**src/sv/atc_pkg.sv**
```systemverilog
// Shared types, codes and helper function of the answer typo classifier.
package atc_pkg;

  // Bounds of the ASCII digit range, both exclusive
  localparam logic [7:0] DigitLowExcl  = 8'd47;
  localparam logic [7:0] DigitHighExcl = 8'd58;

  // Upper-case ASCII range and the lower-casing offset
  localparam logic [7:0] UpperLow    = 8'd65;
  localparam logic [7:0] UpperHigh   = 8'd90;
  localparam logic [7:0] FoldOffset  = 8'd32;

  // Verdict codes
  typedef logic [1:0] verdict_t;
  localparam verdict_t VerdictCorrect = 2'd0;
  localparam verdict_t VerdictTypo    = 2'd1;
  localparam verdict_t VerdictWrong   = 2'd2;

  // Substitution count saturates here
  localparam logic [1:0] SubstMax = 2'd2;

  // Length gap is held in -2..2
  typedef logic signed [2:0] gap_t;
  localparam gap_t GapMax = 3'sd2;
  localparam gap_t GapMin = -3'sd2;
  localparam gap_t GapOne = 3'sd1;
  localparam gap_t GapNeg = -3'sd1;
  localparam gap_t GapNil = 3'sd0;

  // One position of the two answers
  typedef struct packed {
    logic [7:0] expected_char;
    logic       expected_here;
    logic [7:0] given_char;
    logic       given_here;
    logic       final_position;
  } item_t;

  // ASCII lower-casing of one byte
  function automatic logic [7:0] fold_case(input logic [7:0] c);
    logic [7:0] r;
    r = c;
    if (c >= UpperLow && c <= UpperHigh) begin
      r = c + FoldOffset;
    end
    return r;
  endfunction

endpackage

```
**src/sv/answer_typo_classifier.sv**
```systemverilog
// Top level: input register, classification core and result register.
// A position accepted into the input register is classified as it leaves it, and the
// verdict of a last position is captured in the result register and held on verdict_o.
// Throughput: one position per cycle while no last position waits on a stalled verdict.
// Positions that are not last never wait on the output side.
// Reset (rst_ni low, asynchronous) empties both registers and returns the match state to the
// start of an answer.
module answer_typo_classifier (
  input  logic       clk_i,
  input  logic       rst_ni,
  input  logic       in_valid_i,
  output logic       in_stall_o,
  input  logic [7:0] expected_char_i,
  input  logic       expected_here_i,
  input  logic [7:0] given_char_i,
  input  logic       given_here_i,
  input  logic       final_position_i,
  output logic       out_valid_o,
  input  logic       out_stall_i,
  output logic [1:0] verdict_o
);
  import atc_pkg::*;

  item_t    item_q;
  logic     s1_valid_q, s1_valid_d;
  logic     out_valid_q, out_valid_d;
  verdict_t verdict_q;
  verdict_t core_verdict;
  logic     accept, advance, out_free;

  // Handshake: the input stage drains unless a verdict has nowhere to go
  assign out_free   = !out_valid_q || !out_stall_i;
  assign advance    = s1_valid_q && (!item_q.final_position || out_free);
  assign in_stall_o = s1_valid_q && !advance;
  assign accept     = in_valid_i && !in_stall_o;

  always_comb begin
    s1_valid_d = s1_valid_q;
    if (accept) begin
      s1_valid_d = 1'b1;
    end else if (advance) begin
      s1_valid_d = 1'b0;
    end
    out_valid_d = out_valid_q;
    if (advance && item_q.final_position) begin
      out_valid_d = 1'b1;
    end else if (!out_stall_i) begin
      out_valid_d = 1'b0;
    end
  end

  // Input register
  always_ff @(posedge clk_i or negedge rst_ni) begin
    if (!rst_ni) begin
      s1_valid_q <= 1'b0;
    end else begin
      s1_valid_q <= s1_valid_d;
    end
  end

  always_ff @(posedge clk_i) begin
    if (accept) begin
      item_q.expected_char  <= expected_char_i;
      item_q.expected_here  <= expected_here_i;
      item_q.given_char     <= given_char_i;
      item_q.given_here     <= given_here_i;
      item_q.final_position <= final_position_i;
    end
  end

  atc_core u_core (
    .clk_i     (clk_i),
    .rst_ni    (rst_ni),
    .fire_i    (advance),
    .item_i    (item_q),
    .verdict_o (core_verdict)
  );

  // Result register
  always_ff @(posedge clk_i or negedge rst_ni) begin
    if (!rst_ni) begin
      out_valid_q <= 1'b0;
    end else begin
      out_valid_q <= out_valid_d;
    end
  end

  always_ff @(posedge clk_i) begin
    if (advance && item_q.final_position) begin
      verdict_q <= core_verdict;
    end
  end

  assign out_valid_o = out_valid_q;
  assign verdict_o   = verdict_q;

  // Checks
  a_stall_needs_item: assert property (@(posedge clk_i) disable iff (!rst_ni)
    in_stall_o |-> s1_valid_q && item_q.final_position && out_valid_q)
    else $error("input stalled without a blocked last position");

  a_verdict_code: assert property (@(posedge clk_i) disable iff (!rst_ni)
    out_valid_q |-> (verdict_q == VerdictCorrect || verdict_q == VerdictTypo ||
                     verdict_q == VerdictWrong))
    else $error("verdict code out of range");

  a_final_reaches_out: assert property (@(posedge clk_i) disable iff (!rst_ni)
    advance && item_q.final_position |=> out_valid_q)
    else $error("last position did not produce a verdict");

  a_no_overwrite: assert property (@(posedge clk_i) disable iff (!rst_ni)
    out_valid_q && out_stall_i |-> !(advance && item_q.final_position))
    else $error("pending verdict overwritten");

endmodule

```
**src/sv/atc_core.sv**
```systemverilog
// Per-position match tracking and verdict logic of the answer typo classifier.
module atc_core (
  input  logic             clk_i,
  input  logic             rst_ni,
  input  logic             fire_i,
  input  atc_pkg::item_t   item_i,
  output atc_pkg::verdict_t verdict_o
);
  import atc_pkg::*;

  logic [7:0] prev_expected_q, prev_expected_d;
  logic [7:0] prev_given_q, prev_given_d;
  logic       exact_q, exact_d;
  logic       folded_q, folded_d;
  logic [1:0] subst_q, subst_d;
  logic       del_ok_q, del_ok_d;
  logic       ins_ok_q, ins_ok_d;
  gap_t       gap_q, gap_d;
  logic       digit_first_q, digit_first_d;
  logic       at_start_q;

  logic [7:0] fe, fg;
  logic       eh, gh;
  logic       raw_match, fold_match;

  assign eh = item_i.expected_here;
  assign gh = item_i.given_here;
  assign fe = fold_case(item_i.expected_char);
  assign fg = fold_case(item_i.given_char);

  // Position compare: present bytes compare by value, absent ones by presence
  always_comb begin
    if (eh && gh) begin
      raw_match  = (item_i.expected_char == item_i.given_char);
      fold_match = (fe == fg);
    end else begin
      raw_match  = (eh == gh);
      fold_match = (eh == gh);
    end
  end

  // Running state after this position
  always_comb begin
    if (at_start_q) begin
      digit_first_d = eh && item_i.expected_char > DigitLowExcl &&
                      item_i.expected_char < DigitHighExcl;
    end else begin
      digit_first_d = digit_first_q;
    end
    // shifted alignments use the folded prefix match before this position
    del_ok_d = folded_q || (del_ok_q && eh && fe == prev_given_q);
    ins_ok_d = folded_q || (ins_ok_q && gh && fg == prev_expected_q);
    exact_d  = exact_q && raw_match;
    folded_d = folded_q && fold_match;
    subst_d  = (!fold_match && subst_q < SubstMax) ? subst_q + 2'd1 : subst_q;
    gap_d    = gap_q;
    if (eh && !gh && gap_q < GapMax) begin
      gap_d = gap_q + GapOne;
    end else if (gh && !eh && gap_q > GapMin) begin
      gap_d = gap_q - GapOne;
    end
    prev_expected_d = eh ? fe : 8'd0;
    prev_given_d    = gh ? fg : 8'd0;
  end

  // Verdict from the updated state
  always_comb begin
    if (exact_d && gap_d == GapNil) begin
      verdict_o = VerdictCorrect;
    end else if (digit_first_d) begin
      verdict_o = VerdictWrong;
    end else if (folded_d && gap_d == GapNil) begin
      verdict_o = VerdictCorrect;
    end else if ((gap_d == GapNil && subst_d == 2'd1) ||
                 (gap_d == GapOne && del_ok_d) ||
                 (gap_d == GapNeg && ins_ok_d)) begin
      verdict_o = VerdictTypo;
    end else begin
      verdict_o = VerdictWrong;
    end
  end

  // State registers; the last position returns everything to the start values
  always_ff @(posedge clk_i or negedge rst_ni) begin
    if (!rst_ni) begin
      prev_expected_q <= '0;
      prev_given_q    <= '0;
      exact_q         <= 1'b1;
      folded_q        <= 1'b1;
      subst_q         <= '0;
      del_ok_q        <= 1'b1;
      ins_ok_q        <= 1'b1;
      gap_q           <= GapNil;
      digit_first_q   <= 1'b0;
      at_start_q      <= 1'b1;
    end else if (fire_i) begin
      if (item_i.final_position) begin
        prev_expected_q <= '0;
        prev_given_q    <= '0;
        exact_q         <= 1'b1;
        folded_q        <= 1'b1;
        subst_q         <= '0;
        del_ok_q        <= 1'b1;
        ins_ok_q        <= 1'b1;
        gap_q           <= GapNil;
        digit_first_q   <= 1'b0;
        at_start_q      <= 1'b1;
      end else begin
        prev_expected_q <= prev_expected_d;
        prev_given_q    <= prev_given_d;
        exact_q         <= exact_d;
        folded_q        <= folded_d;
        subst_q         <= subst_d;
        del_ok_q        <= del_ok_d;
        ins_ok_q        <= ins_ok_d;
        gap_q           <= gap_d;
        digit_first_q   <= digit_first_d;
        at_start_q      <= 1'b0;
      end
    end
  end

  // Checks
  a_gap_range: assert property (@(posedge clk_i) disable iff (!rst_ni)
    gap_q >= GapMin && gap_q <= GapMax)
    else $error("length gap out of range");

  a_subst_sat: assert property (@(posedge clk_i) disable iff (!rst_ni)
    subst_q <= SubstMax)
    else $error("substitution count past saturation");

  a_restart: assert property (@(posedge clk_i) disable iff (!rst_ni)
    fire_i && item_i.final_position |=> at_start_q && exact_q && folded_q)
    else $error("state not restarted after last position");

  a_exact_implies_folded: assert property (@(posedge clk_i) disable iff (!rst_ni)
    exact_q |-> folded_q)
    else $error("exact match without folded match");

endmodule

```
**config.mk**
```make
export PLATFORM = sky130hd
export DESIGN_NAME = answer_typo_classifier
export DESIGN_NICKNAME = d
export VERILOG_FILES = /design/src/sv/atc_pkg.sv /design/src/sv/answer_typo_classifier.sv /design/src/sv/atc_core.sv
export SDC_FILE = /design/constraint.sdc
export NUM_CORES = 1
export LEC_CHECK = 0
export ABC_AREA = 1
export ABC_CLOCK_PERIOD_IN_PS = 6100
export BUFFER_PORTS_ARGS = -buffer_cell sky130_fd_sc_hd__buf_2
export CORE_ASPECT_RATIO = 0.75
export CORE_MARGIN = 3
export CORE_UTILIZATION = 40
export CTS_BUF_LIST = sky130_fd_sc_hd__clkbuf_4
export DETAILED_ROUTE_END_ITERATION = 10
export PLACE_DENSITY_LB_ADDON = 0.2
export SETUP_SLACK_MARGIN = 0.4
export SLEW_MARGIN = 15
export SYNTH_ARGS = -nofsm -noshare
export SYNTH_HDL_FRONTEND = slang
export SYNTH_SLANG_ARGS = --single-unit
```
**constraint.sdc**
```tcl
create_clock -name clk_i -period 6.1 [get_ports clk_i]
set_clock_uncertainty 0.05 [all_clocks]
set_input_delay 0.61 -clock clk_i [delete_from_list [all_inputs] [get_ports clk_i]]
set_output_delay 0.61 -clock clk_i [all_outputs]
set_load 0.01 [all_outputs]
```
* Word level (Yosys, flattened, before mapping)
Index checks and enable logic that the tools add are counted.
Storage, ports and cells: bits of input ports 23, register bits 50, output and inout bits 4, word-level logic and storage cells 111
Cells by class: $lt $le $gt $ge 9, equal/unequal tests 9, reduce and logical (&&, ||, !) cells 42, muxes and demuxes 27, $add $sub $neg 5
Operators by type and width (number):
- 8-bit two-way mux | 6
- 8-bit equality test | 4
- 1-bit logical AND | 25
- 8-bit by 6-bit adder with 8-bit output, second input constant | 2
- 8-bit by 7-bit greater-or-equal comparator with 1-bit output, second input constant | 2
- 8-bit by 7-bit <= comparator with 1-bit output, second input constant | 2
- 1-bit two-way mux | 13
- 2-bit two-way mux | 5
- 3-bit two-way mux | 3
- 8-bit by 6-bit greater-than comparator with 1-bit output, second input constant | 1
- 1-bit logical NOT | 8
- 8-bit by 6-bit < comparator with 1-bit output, second input constant | 1
- 1-bit logical OR | 6
- 3-bit by 2-bit adder with 3-bit output, second input constant | 1
- 3-bit by 1-bit equality test with 1-bit output, second input constant | 1
- 3-bit by 2-bit equality test with 1-bit output, second input constant | 1
- 3-bit by 2-bit greater-than comparator with 1-bit output, second input constant | 1
- 3-bit logical NOT | 1
- 3-bit < comparator, second input constant | 1
- 3-bit OR reduction | 1
- 3-bit by 2-bit subtractor with 3-bit output, second input constant | 1
- 2-bit by 1-bit adder with 2-bit output, second input constant | 1
- 2-bit by 1-bit equality test with 1-bit output, second input constant | 1
- 2-bit < comparator, second input constant | 1
- other kinds (3) | 3

* Logic depth before layout (Yosys ltp)
depth in word-level cells 15, gate-level depth with buffers 19

* Modules after synthesis
From an unflattened synthesis, not the netlist that was laid out.
Unflattened totals: cell total of the unflattened synthesis 309, area total of the unflattened synthesis 2695.1 um^2
By module, submodules not included:
- atc_core | area each 1958.1 um^2, times used 1, cells each 274
- answer_typo_classifier | area each 737.0 um^2, times used 1, cells each 35

* Worst setup path after synthesis
No wires, ideal clock.
path kind register to register, from reg u_core.gap_q[0], to reg verdict_q[1], in the netlist verdict_o[1], data pin, stages on the path, launching flop included 15, slack 3.997 ns, data required time 5.797 ns, buffers on the path 0, arrival time 1.800 ns, cells stage by stage dfrtp_1 -> inv_1 -> ha_1 -> or2_1 -> nand2_1 -> nand2_1 -> o22ai_2 -> xor2_1 -> nand2_1 -> nor2_1 -> nand4_1 -> nand2_1 -> inv_1 -> nand3_1 -> nand2_1
On the way: cells in the longest elaborated chain, start to end 11, elaborated cells on any way between the ends 21, classes of those cells 2 x add/sub; 2 x order compare; 2 x eq/ne; 5 x mux; 10 x reduce/logical
RTL lines:
- from (decl) | line atc_core.sv:18 | gap_t gap_q, gap_d;
- from (signal assigned) | line atc_core.sv:93 | gap_q <= GapNil;
- from (signal assigned) | line atc_core.sv:105 | gap_q <= GapNil;
- from (signal assigned) | line atc_core.sv:116 | gap_q <= gap_d;
- 3-bit by 2-bit greater-than comparator with 1-bit output | line atc_core.sv:59 | end else if (gh && !eh && gap_q > GapMin) begin
- 1-bit logical AND | line atc_core.sv:59
- 3-bit two-way mux | line atc_core.sv:59
- 3-bit two-way mux * | line atc_core.sv:57 | if (eh && !gh && gap_q < GapMax) begin
- 3-bit by 2-bit equality test with 1-bit output / 3-bit logical NOT (equally long branches)
- 1-bit logical AND (on tied branches) | line atc_core.sv:75, atc_core.sv:74
- 1-bit logical OR | line atc_core.sv:74 | end else if ((gap_d == GapNil && subst_d == 2'd1) ||
- 1-bit logical OR | line atc_core.sv:75 | (gap_d == GapOne && del_ok_d) ||
- 2-bit two-way mux | line atc_core.sv:74
- 2-bit two-way mux | line atc_core.sv:72 | end else if (folded_d && gap_d == GapNil) begin
- 2-bit two-way mux | line atc_core.sv:70 | end else if (digit_first_d) begin
- to (signal assigned) | line answer_typo_classifier.sv:90 | verdict_q <= core_verdict;
- to (decl) | line answer_typo_classifier.sv:27 | verdict_t verdict_q;
Every way passes the cells marked *; elsewhere a longest branch is shown, timed or not. A chain may end at the register's enable or synchronous reset.

* Worst setup path after layout
Ends and elaborated chain as after synthesis.

==> summary.md <==
| Metric | Value |
|---|---|
| Status | finished, final reports clean |
| Post-synthesis mux area share | 0% |
| Max Cap Violations | 0 |
| Total track usage | between 10% and 20% |
| Largest net degree at the start of global routing | 30 |
| HP Class | in2async |
| Mapped cell area | 0.00270 mm2 |
| Pwr/cell area | between 200 and 250 mW/mm2 |
| Worst-Margin Slew | 0.688 ns |
| Tmin final | 2.36 ns |
| Yosys top cell area share | 23.4% |
| Post-CTS Resized | 0 |
| Residual DRC count | 0 |
| Max-slew violations | 0 |
| Largest family of logic cells by synthesized area | simple AND/OR/NAND/NOR gates |
| Total Routed Length | ~6100 um |
| Nets | about 370 |
| Crit Path Category | reg2reg |
| Period utilization | between 30% and 40% |
| # diodes | 0 |
| Clock-pin slew on the worst setup and hold paths | 0.14 ns |
| WP data arrival | 2.45 ns |
| Vias | 2186 |
| # H-tree levels | 2 |
| CTS Sinks | 50 |
| Buffers on Ports | 26 |
| Mapped Avg Cell Area | between 8 and 9 um2 |
| Critical path required time | 6.19 ns |
| Synth unique cells | 33 |
| DRT iter0 DRCs | 182 |
| Post-CTS setup buffer count | 0 |
| Routed Antenna Nets | 0 |
| Total grt overflow | 0 |
| Compound-Gate Fraction of Synth Area | 11.9% |
| Core ar. | 0.00641 mm2 |
| Setup tns final | 0 ns |
| Post-synth top cells | nand2_1, inv_1, dfrtp_1, edfxtp_1, nor2_1 |
| Cell with the most instances after synthesis | nand2_1 |
| Max Clock Freq | 424 MHz |
| Root buf cell | clkbuf_4 |
| Starting Density | roughly 42% |
| Final Setup Violations | 0 |
| Antenna violations before repair | 0 |
| Adder-Cell Fraction of Synth Area | 4.17% |
| Top post-synthesis cells by area | edfxtp_1, dfrtp_1, nand2_1 |
| Max_slew headroom | 54.1% |
| First-pass GRT wire length | roughly 10000 um |
| Crit Reg-Reg Endpoint | verdict_o[1] |
| Asr flop ratio synth | about 58% |
| CP Max Fanout | 4 |
| Row cnt | 25 |
| Boundary pin count | 27 |
| FF+latch count, synth | 50 |
| Hold Violations, Final | 0 |
| EDFF count, synth | 21 |
| Final worst slack | about 3.7 ns |
| RSZ-0062 raised after global routing | false |
| Share of post-route cells with drive strength above 1 | 19.9% |
| Worst skew pair latency | 0.36 ns |
| CTS tree | yes |
| Max rail drop VDD | 0.134 mV |
| Die X | 101 um |
| Vias in the first global route | 2090 |
| Clock buffer depth | 2 |
| Ys flop type | dfrtp_1 |
| Post-place setup slack | 3.66 ns |
| FF-to-FF setup slack | 3.74 ns |
| Area delta synth->final | 10.6% |
| Synth Instances | about 310 |
| Wire length per cell | 14.5 um |
| Inserted Clock Buffers | 5 |
| First-pass iteration count of the detailed router | 5 |
| Post-synth top area cell | edfxtp_1 |
| Reg-to-reg critical path startpoint | u_core.gap_q[0] |
| Leakage | 1.39 nW |
| Crit. End Element | flop |
| Area share of and/or/nand/nor cells after synthesis | 22.8% |
| Overall die height | 77.2 um |
| Synth warnings | 0 |
| DPL Wire Length | 4670 um |
| Startpoint Class | flop |
| R2r worst-path depth | 14 |
| Mapped Nets | 340 |
| Placer Congestion | roughly 0.95 |
| Die ar. | 0.00778 mm2 |
| Average vias per placed instance | slightly above 5 |
| Hold buffer count at CTS | 0 |
| Post-synthesis xor/xnor area fraction | ~2.9% |
| Post-synthesis sequential area ratio | 50.5% |
==> placed cells by master, fill, tap and decap left out, drive strengths merged, types with 2 or more instances in the layout <==
cell type   n
nand3      19
nand2      76
o22ai      20
nand4      10
clkbuf      6
xor2        5
buf        27
ha          9
dfstp       5
or2         2
inv        54
o21ai      14
a21oi      10
dfrtp      24
xnor2       4
edfxtp     21
nor3        4
nor2       23
==> worst max-delay path by stage <==
| stage | start | end | slack, ns | cells past startpoint |
|---|---|---|---|---|
| 6_report | u_core.gap_q[0] | verdict_o[1] | 3.74 | 14 |
| 4_1_cts | u_core.gap_q[0] | verdict_o[1] | 3.73 | 14 |
| 5_1_grt | u_core.gap_q[0] | verdict_o[1] | 3.50 | 14 |
| 3_5_place_dp | out_stall_i | verdict_o[0] | 3.66 | 6 |
| 2_1_floorplan | u_core.gap_q[0] | verdict_o[1] | 4.00 | 14 |
| 3_3_place_gp | out_stall_i | verdict_o[0] | 3.71 | 6 |
==> cell type report <==
cell class | count | area [um2]
clock inverters | 2 | 8.76
clock buffers | 6 | 45.0
flip-flops and latches | 50 | 1360
repair buffers | 27 | 138
well taps | 81 | 101
inverters | 54 | 203
fillers | 627 | 3430
multi-input cells | 202 | 1130
==> critical path, cell delays in order, from the launching register on <==
cell and delay [ns]:
dfrtp_1 0.37, inv_1 0.09, ha_1 0.20, or2_1 0.23, nand2_1 0.06, nand2_1 0.10
o22ai_2 0.14, xor2_1 0.24, nand2_1 0.14, nor2_1 0.14, nand4_1 0.12, nand2_1 0.09
inv_1 0.05, nand3_1 0.07, nand2_1 0.05
==> metrics by stage <==
stage	util [%]	power, W	hold WS (ns)	std cells	area [um2]
4_1_cts	46.6	0.000747	0.215	422	2990
3_3_place_gp	45.7	0.000598	0.432	414	2930
3_5_place_dp	45.7	0.000598	0.435	414	2930
2_1_floorplan	-	0.000546	0.264	308	2700
6_report	46.6	0.000742	0.208	422	2990
5_1_grt	46.6	0.000789	0.241	422	2990
==> power by group <==
part           internal (W)  total, W  switching [W]  leakage (nW)
registers          0.000391  0.000421      0.0000291         0.576
logic             0.0000636  0.000173       0.000109         0.782
clock network     0.0000476  0.000148       0.000101        0.0293
total              0.000503  0.000742       0.000239          1.39
==> metal layers <==
layer  vias up  part of all wire [%]  global-route usage, %  wire, um
li1       1088                     -                      -         -
met1       998                    52                   26.8      3170
met2        93                    39                   22.8      2400
met3         7                   7.6                   3.73       465
met4         0                   1.1                   4.04        65
met5         -                     0                      0         0
==> cell families (layout without fill, tap and decap cells) <==
group           Yosys count  in the layout
buf+inv                  56             89
flops                    50             50
xor+xnor                  9              9
fa+ha+maj                 9              9
simple gates            135            135
compound gates           49             49
==> state kept, by name (all words and copies together) (netlist names) <==
signal                  count
u_core.del_ok_q             1
s1_valid_q                  1
out_valid_o                 1
u_core.gap_q                3
u_core.prev_expected_q      8
verdict_o                   2
u_core.at_start_q           1
u_core.exact_q              1
item_q                     19
u_core.prev_given_q         8
u_core.subst_q              2
u_core.digit_first_q        1
u_core.folded_q             1
u_core.ins_ok_q             1
No activity file was read; power rests on OpenSTA's default activity.
